==> config.mk <==
export PLATFORM = sky130hd
export DESIGN_NAME = greedy_point_cover_counter
export DESIGN_NICKNAME = d
export VERILOG_FILES = /design/src/rtl/gpc_pkg.sv /design/src/rtl/gpc_cell.sv /design/src/rtl/gpc_sweep.sv /design/src/rtl/greedy_point_cover_counter.sv
export VERILOG_INCLUDE_DIRS = /design/src /design/src/rtl
export SDC_FILE = /design/constraint.sdc
export NUM_CORES = 2
export LEC_CHECK = 0
export BUFFER_PORTS_ARGS = -buffer_cell sky130_fd_sc_hd__buf_2
export CAP_MARGIN = 15
export CORE_ASPECT_RATIO = 0.5
export CORE_MARGIN = 4
export CORE_UTILIZATION = 35
export DETAILED_ROUTE_END_ITERATION = 7
export RECOVER_POWER = 25
export SLEW_MARGIN = 10
export SYNTH_ARGS = -nofsm -noshare
export SYNTH_HDL_FRONTEND = slang
export SYNTH_SLANG_ARGS = --single-unit
export TNS_END_PERCENT = 5
==> constraint.sdc <==
create_clock -name clk -period 12.6 [get_ports clk]
set_input_delay 2.52 -clock clk [delete_from_list [all_inputs] [get_ports clk]]
set_output_delay 2.52 -clock clk [all_outputs]
set_load 0.01 [all_outputs]
==> src/rtl/greedy_point_cover_counter_defines.svh <==
// ----------------------------------------------------------------------------
// greedy point cover counter assertion macros
// concurrent assertion shorthands, empty when synthesizing
// ----------------------------------------------------------------------------
`ifndef GREEDY_POINT_COVER_COUNTER_DEFINES_SVH
`define GREEDY_POINT_COVER_COUNTER_DEFINES_SVH

`ifndef SYNTHESIS

// consequent must hold in the same cycle as the antecedent
`define GPC_ASSERT_SAME(label, clk, rst_n, ante, cons) \
	label: assert property (@(posedge clk) disable iff (!rst_n) (ante) |-> (cons)) \
	else $error("assertion failed");

// consequent must hold in the cycle after the antecedent
`define GPC_ASSERT_NEXT(label, clk, rst_n, ante, cons) \
	label: assert property (@(posedge clk) disable iff (!rst_n) (ante) |=> (cons)) \
	else $error("assertion failed");

`else

`define GPC_ASSERT_SAME(label, clk, rst_n, ante, cons)
`define GPC_ASSERT_NEXT(label, clk, rst_n, ante, cons)

`endif

`endif

==> src/rtl/gpc_pkg.sv <==
// ----------------------------------------------------------------------------
// gpc_pkg
// shared constants and types of the greedy point cover counter
// ----------------------------------------------------------------------------
`default_nettype none

package gpc_pkg;

	localparam int MAX_POINTS = 64;
	localparam int POS_WIDTH  = 16;
	localparam int CNT_W      = $clog2(MAX_POINTS + 1);
	localparam int END_W      = POS_WIDTH + 2;
	localparam int LEN_W      = 16;

	typedef logic [POS_WIDTH-1:0] pos_t;
	typedef logic [CNT_W-1:0]     cnt_t;
	typedef logic [END_W-1:0]     end_t;

	// control of the cell chain
	typedef struct packed {
		logic insert;
		logic shift;
	} cell_ctl_t;

	// control of the sweep unit
	typedef struct packed {
		logic clear;
		logic step;
	} sweep_ctl_t;

	typedef enum logic [1:0] {
		ST_IDLE  = 2'b01,
		ST_SWEEP = 2'b10
	} state_t;

endpackage

`default_nettype wire

==> src/rtl/gpc_cell.sv <==
// ----------------------------------------------------------------------------
// gpc_cell
// one slot of the insertion sort chain
// ----------------------------------------------------------------------------
`default_nettype none

module gpc_cell (
	input  wire logic               clk,
	input  wire gpc_pkg::cell_ctl_t ctl,
	input  wire gpc_pkg::pos_t      pos,
	input  wire logic               occupied,
	input  wire gpc_pkg::pos_t      prev_val,
	input  wire logic               prev_gt,
	input  wire gpc_pkg::pos_t      next_val,
	output gpc_pkg::pos_t           val,
	output logic                    gt
);

	gpc_pkg::pos_t val_q;

	// empty slots count as above every point
	assign gt  = !occupied || (val_q > pos);
	assign val = val_q;

	always_ff @(posedge clk) begin
		if (ctl.insert) begin
			if (gt) begin
				val_q <= prev_gt ? prev_val : pos;
			end
		end else if (ctl.shift) begin
			val_q <= next_val;
		end
	end

endmodule

`default_nettype wire

==> src/rtl/gpc_sweep.sv <==
// ----------------------------------------------------------------------------
// gpc_sweep
// greedy cover step over one sorted point per cycle while step is set
// ----------------------------------------------------------------------------
`default_nettype none

module gpc_sweep (
	input  wire logic                          clk,
	input  wire logic                          arst_n,
	input  wire gpc_pkg::sweep_ctl_t           ctl,
	input  wire gpc_pkg::pos_t                 point,
	input  wire logic [gpc_pkg::LEN_W-1:0]     patch_length,
	output gpc_pkg::cnt_t                      next_patches
);

	gpc_pkg::end_t cover_end_q;
	gpc_pkg::cnt_t patches_used_q;

	gpc_pkg::end_t        p;
	gpc_pkg::end_t        pm1;
	gpc_pkg::end_t        base;
	logic [gpc_pkg::END_W:0] sum;
	logic                 covered;

	always_comb begin
		p       = gpc_pkg::END_W'({point, 1'b0});
		pm1     = p - gpc_pkg::END_W'(1);
		covered = cover_end_q > p;
		base    = ((p != '0) && (pm1 > cover_end_q)) ? pm1 : cover_end_q;
		sum     = {1'b0, base} + (gpc_pkg::END_W + 1)'({patch_length, 1'b0});
	end

	assign next_patches = covered ? patches_used_q : patches_used_q + gpc_pkg::CNT_W'(1);

	always_ff @(posedge clk or negedge arst_n) begin
		if (!arst_n) begin
			cover_end_q    <= '0;
			patches_used_q <= '0;
		end else if (ctl.clear) begin
			cover_end_q    <= '0;
			patches_used_q <= '0;
		end else if (ctl.step && !covered) begin
			cover_end_q    <= sum[gpc_pkg::END_W-1:0];
			patches_used_q <= next_patches;
		end
	end

endmodule

`default_nettype wire

==> src/rtl/greedy_point_cover_counter.sv <==
// ----------------------------------------------------------------------------
// greedy_point_cover_counter
// sorts a set of points in a cell chain and counts the fewest patches
// ----------------------------------------------------------------------------
//
// channel   signals                             direction  transfer
// config    cfg_valid cfg_ready cfg_data        in         cfg_valid && cfg_ready
// points    start busy leak_position last_point in         start && !busy
// result    done patch_count                    out        done (one cycle)
//
// a point without the last flag is inserted into the sorted chain of
// MAX_POINTS cells at once; a point with the last flag is stored as well
// and busy then holds while the chain shifts every stored point into the
// sweep unit, one point a cycle; the count shows on done in the cycle after
// the final sweep step
// reset clears the fill count, the sweep registers and sets patch_length to 1
// the result side cannot stall; a new point may be taken while done is high
// points beyond the chain depth are dropped, a last flag on them still sweeps
// ----------------------------------------------------------------------------
`default_nettype none

`include "greedy_point_cover_counter_defines.svh"

module greedy_point_cover_counter (
	input  wire logic        clk,
	input  wire logic        arst_n,
	// configuration
	input  wire logic        cfg_valid,
	output logic             cfg_ready,
	input  wire logic [gpc_pkg::LEN_W-1:0] cfg_data,
	// points
	input  wire logic        start,
	output logic             busy,
	input  wire logic [15:0] leak_position,
	input  wire logic        last_point,
	// result
	output logic             done,
	output logic [6:0]       patch_count
);

	localparam int N = gpc_pkg::MAX_POINTS;

	gpc_pkg::state_t   state_q;
	gpc_pkg::cnt_t     count_q;      // points loaded
	gpc_pkg::cnt_t     rem_q;        // sweep steps left
	logic [gpc_pkg::LEN_W-1:0] patch_length_q;
	logic              done_q;
	gpc_pkg::cnt_t     patch_count_q;

	gpc_pkg::pos_t     pos;
	gpc_pkg::pos_t     cell_val [N];
	logic              cell_gt  [N];
	gpc_pkg::cell_ctl_t cell_ctl;
	gpc_pkg::sweep_ctl_t sweep_ctl;
	gpc_pkg::cnt_t     next_patches;
	gpc_pkg::cnt_t     loaded_next;
	logic              accept;
	logic              full;
	logic              last_step;

	// config register is always ready
	assign cfg_ready = 1'b1;

	always_ff @(posedge clk or negedge arst_n) begin
		if (!arst_n) begin
			patch_length_q <= gpc_pkg::LEN_W'(1);
		end else if (cfg_valid && cfg_ready) begin
			patch_length_q <= cfg_data;
		end
	end

	// input transfer and chain control
	assign busy        = (state_q == gpc_pkg::ST_SWEEP);
	assign accept      = start && !busy;
	assign full        = (count_q == gpc_pkg::CNT_W'(N));
	assign pos         = leak_position[gpc_pkg::POS_WIDTH-1:0];
	assign loaded_next = full ? count_q : count_q + gpc_pkg::CNT_W'(1);
	assign last_step   = busy && (rem_q == gpc_pkg::CNT_W'(1));

	assign cell_ctl.insert  = accept && !full;
	assign cell_ctl.shift   = busy;
	assign sweep_ctl.clear  = accept && last_point;
	assign sweep_ctl.step   = busy;

	// the cell chain: cell 0 feeds the sweep unit while busy
	for (genvar i = 0; i < N; i++) begin : g_cell
		localparam gpc_pkg::cnt_t IDX = gpc_pkg::CNT_W'(i);
		gpc_pkg::pos_t prev_val;
		logic          prev_gt;
		gpc_pkg::pos_t next_val;

		if (i == 0) begin : g_head
			assign prev_val = pos;
			assign prev_gt  = 1'b0;
		end else begin : g_body
			assign prev_val = cell_val[i-1];
			assign prev_gt  = cell_gt[i-1];
		end

		if (i == N - 1) begin : g_tail
			assign next_val = cell_val[i];
		end else begin : g_mid
			assign next_val = cell_val[i+1];
		end

		gpc_cell u_cell (
			.clk      (clk),
			.ctl      (cell_ctl),
			.pos      (pos),
			.occupied (IDX < count_q),
			.prev_val (prev_val),
			.prev_gt  (prev_gt),
			.next_val (next_val),
			.val      (cell_val[i]),
			.gt       (cell_gt[i])
		);
	end

	gpc_sweep u_sweep (
		.clk          (clk),
		.arst_n       (arst_n),
		.ctl          (sweep_ctl),
		.point        (cell_val[0]),
		.patch_length (patch_length_q),
		.next_patches (next_patches)
	);

	// sequencer: load, then sweep the stored points
	always_ff @(posedge clk or negedge arst_n) begin
		if (!arst_n) begin
			state_q <= gpc_pkg::ST_IDLE;
			count_q <= '0;
			rem_q   <= '0;
			done_q  <= 1'b0;
		end else begin
			done_q <= 1'b0;
			case (state_q)
				gpc_pkg::ST_IDLE: begin
					if (accept) begin
						if (last_point) begin
							count_q <= '0;
							rem_q   <= loaded_next;
							state_q <= gpc_pkg::ST_SWEEP;
						end else begin
							count_q <= loaded_next;
						end
					end
				end
				gpc_pkg::ST_SWEEP: begin
					rem_q <= rem_q - gpc_pkg::CNT_W'(1);
					if (rem_q == gpc_pkg::CNT_W'(1)) begin
						done_q  <= 1'b1;
						state_q <= gpc_pkg::ST_IDLE;
					end
				end
				default: begin
					state_q <= gpc_pkg::ST_IDLE;
				end
			endcase
		end
	end

	// result register, loaded on the final sweep step
	always_ff @(posedge clk) begin
		if (last_step) begin
			patch_count_q <= next_patches;
		end
	end

	assign done        = done_q;
	assign patch_count = 7'(patch_count_q);

	// final sweep step is followed by the result strobe
	`GPC_ASSERT_NEXT(a_done_after_sweep, clk, arst_n, last_step, done && !busy)
	// a result appears only straight after a sweep
	`GPC_ASSERT_SAME(a_done_only_after, clk, arst_n, done, $past(busy))
	// the fill count is cleared for the whole sweep
	`GPC_ASSERT_SAME(a_empty_in_sweep, clk, arst_n, busy, count_q == '0 && rem_q != '0)
	// the fill count never passes the chain depth
	`GPC_ASSERT_SAME(a_count_bound, clk, arst_n, 1'b1, count_q <= gpc_pkg::CNT_W'(N))

endmodule

`default_nettype wire

==> flow_summary.ini <==
[status]
outcome = finished, violations left
violations = design-rule violations, max-capacitance violations, max-slew violations

[floorplanning]
io_pins = 47
rows = 125
start_util = 0.3531
fp.dieW_um = 693.5
core_um2 = 232900
die_h_um = 350.8
die_area_um2 = 243300

[clocking]
path_clk_slew_ps = 70
cts.sinks = 1089
cts_tree = done
cts_htree_levels = 3
cts_buffer_depth = 3
numCtsBuffers = 118
postCtsHoldBufs = 0
cts_resized = 0
clock_latency_ps = 820
post_cts.repair.setup_buffers = 0
cts_root_buf = clkbuf_16

[yosys]
yosysTopAreaCellShare = 0.3765
ys_ff_latch = 1089
synthArstFlopShare = 0.05326
yosysWarnings = 0
ys_types = 94
ys_seq_area_frac = 0.3941
synth_ff_type = edfxtp_1
yosysTopAreaCell = edfxtp_1
syn_area_um2 = 82240
synth_nets = 9606
synth.top_cells.by_area = edfxtp_1, ha_1, mux2i_1, nand2_1, nor2_1
syn-instance-count = 8487
synth-edff-count = 1031
syn_avg_cell_area_um2 = 9.690

[route]
dr.pass1.iters = 8
vias = 72300
routedWlPerCell_um = 28.30
drt_iter0_drc = 10410
final_antenna_net_count = 0
totalWireLength_um = 325000
viasPerCell = 6.296
drc = 5

[critical_path]
startpoint_type = input pin
cp_max_fo = 36
crit_type = input pin to register
critical-path-top-delay-family = buffers and inverters
cpPeakStageDelay_ps = 2230
cp.required_ps = 13230
cp_num_buf_inv = 4
crit_top_cell = clkbuf_1
critPathCaptureType = register
cp_data_arrival_time_ps = 10540
worstPathCellList = buf_4, clkinvlp_2, clkbuf_1, ha_1, nand4_1, a21oi_1, a211oi_1, o31ai_4, clkbuf_1, nand3_1, o211ai_1
cp_slowest_cell = clkinvlp_2

[power]
power.switching_mw = 5.627
p_comb_frac = 0.342
intPower_mw = 9.039
ir_worst_vdd_v = 0.0001294
p_per_area_nw_per_um2 = 163.8
leakagePower_nw = 35.64
clock_power_share = 0.257
seqPwrFrac = 0.400
swShare = 0.3837
power_mw = 14.67

[global_routing]
antenna_found_initial = 13
grt_usage = 0.2575
grt_pass1_wl_um = 469800
grt_pass1_vias = 67680
grt-ovfl-total = 0
grt_start_max_net_pins = 225

[sta]
worst_slack_ps = 2687
post-route-period-util = 0.7867
finClkSkew_ps = 39.70
tns_ps = 0
hold_violations = 0
period_needed_ps = 9913
setup_viol = 0
maxSlewHeadroom = -1.601
final_max_slew_viol_count = 811
tightest_slew_ps = 3901
fmax_mhz = 100.9
rsz0062_at_grt = false

[place]
io_buffers = 45
placedCellCount = 11250
hpwl_um = 219600
gp_congestion = 0.9587
dp_slack_ps = 5265

[final_layout]
synthToLayoutAreaGrowth_pct = 8.893
layout-drive-gt1-share = 0.07810
instances_no_fill = 11480
fin_nets = 9378

[run]
max_cap_viol_count = 27

[min_path]
hold_class = register to register
==> cell usage in the layout (no fill, tap or decap), types with 16 or more instances in the layout <==
| cell type | instances |
|---|---|
| nor3_1 | 212 |
| o31ai_1 | 20 |
| buf_2 | 19 |
| ha_1 | 1081 |
| o21a_1 | 44 |
| nand4_1 | 196 |
| nor2b_1 | 66 |
| a2111oi_0 | 30 |
| buf_4 | 159 |
| o22ai_1 | 102 |
| clkinv_1 | 20 |
| nand2b_1 | 23 |
| a21oi_1 | 499 |
| dfrtp_1 | 55 |
| o21ai_1 | 21 |
| xnor2_1 | 25 |
| nand3_1 | 328 |
| edfxtp_1 | 1031 |
| nand2_1 | 1065 |
| inv_1 | 179 |
| mux2_2 | 137 |
| bufinv_16 | 18 |
| a211oi_1 | 45 |
| nor2_1 | 742 |
| and3_1 | 30 |
| o211ai_1 | 341 |
| clkinv_2 | 27 |
| nor4_1 | 39 |
| or3_1 | 32 |
| o21ai_0 | 487 |
| and4_1 | 22 |
| clkbuf_16 | 119 |
| o221ai_1 | 24 |
| clkbuf_1 | 59 |
| o21ai_2 | 17 |
| a22oi_1 | 16 |
| mux2i_1 | 434 |
| a221o_1 | 177 |
| a21o_1 | 87 |
==> through the flow <==
| step | util | cell area [µm²] | hold WS (ps) |
|---|---|---|---|
| after CTS | 0.3853 | 89720 | 522.8 |
| after global routing | 0.3844 | 89530 | 537.4 |
| after detailed placement | 0.3681 | 85730 | 508.3 |
| after floorplan | - | 82240 | 477.2 |
| after global placement | 0.3681 | 85710 | 506.5 |
| final | 0.3845 | 89550 | 515.1 |
==> cell usage after synthesis (all sizes together) (21+ instances only) <==
cell type,number
a2111oi,44
a211oi,46
a21o,87
a21oi,506
a221o,177
a31o,21
and3,30
and4,22
buf,297
clkbuf,277
dfrtp,56
edfxtp,1031
ha,1081
inv,194
mux2,137
mux2i,434
nand2,1072
nand2b,24
nand3,328
nand4,196
nor2,760
nor2b,66
nor3,216
nor4,45
o211ai,341
o21a,44
o21ai,525
o221ai,26
o22ai,102
o31ai,29
or3,33
xnor2,25
==> per-layer routing <==
layer / vias to the layer above / wire length, µm / global-route usage
li1: 31880 / - / -
met1: 35260 / 134600 / 0.3569
met2: 4304 / 136400 / 0.3855
met3: 850 / 36530 / 0.05248
met4: 6 / 17400 / 0.1184
met5: - / 43 / 0.0007770
==> power groups by stage <==
stage | combinational [mW] | sequential (mW) | clock, mW
after floorplan | 3.59 | 5.43 | 0
after global placement | 4.78 | 5.90 | 0
after detailed placement | 4.91 | 5.90 | 0
after CTS | 4.93 | 5.83 | 3.78
after global routing | 5.57 | 5.91 | 3.92
final | 5.02 | 5.87 | 3.77
==> worst paths after layout <==
check	startpoint	to	slack, ps	depth (start not counted)
max in group asynchronous	arst_n	count_q[6]	7500	2
worst min-delay path	patch_length_q[4]	patch_length_q[4]	520	1
worst max register to register	count_q[1]	g_cell[29].u_cell.val[2]	3940	8
worst min register to register	patch_length_q[4]	patch_length_q[4]	520	1
min in group asynchronous	arst_n	count_q[3]	2960	2
worst max-delay path	leak_position[5]	g_cell[29].u_cell.val[11]	2690	11
==> layout make-up <==
cell class	instances	area [µm²]
clock inverter	84	938.4
sequential	1089	32410
fill	22990	143300
timing repair buffer	226	1582
antenna	11	27.53
multi-input combinational	6630	46880
clock buffer	138	3049
tap	3111	3892
inverter	194	764.5
==> registers in the layout, summed over array words and instances, names as in the netlist <==
name	cells
g_cell.u_cell.val	1024
u_sweep.cover_end_q	18
patch_length_q	16
count_q	7
patch_count	7
rem_q	7
u_sweep.patches_used_q	7
state_q	2
done	1
==> cells by family (layout without fill, tap and decap cells) <==
group | after synthesis | count (layout) | synth area share
xor+xnor | 35 | 35 | 0.003727
fa+ha+maj | 1082 | 1082 | 0.1647
other cells | 1 | 12 | 0.00004560
compound gates | 2103 | 2103 | 0.1693
simple gates | 2838 | 2838 | 0.1549
mux | 571 | 571 | 0.07158
buf+inv | 768 | 642 | 0.04157
flops | 1089 | 1089 | 0.3941
==> worst register-to-register path, delay by kind of cell, from the launching register on <==
kind / cells / cell delay, ps
flip-flops: 1 / 630
AND/OR/NAND/NOR: 2 / 1840
adder cells (fa/ha/maj): 1 / 310
buffers and inverters: 3 / 3410
AO/OA/AOI/OAI: 2 / 2270
(Power assumes the default switching activity.)
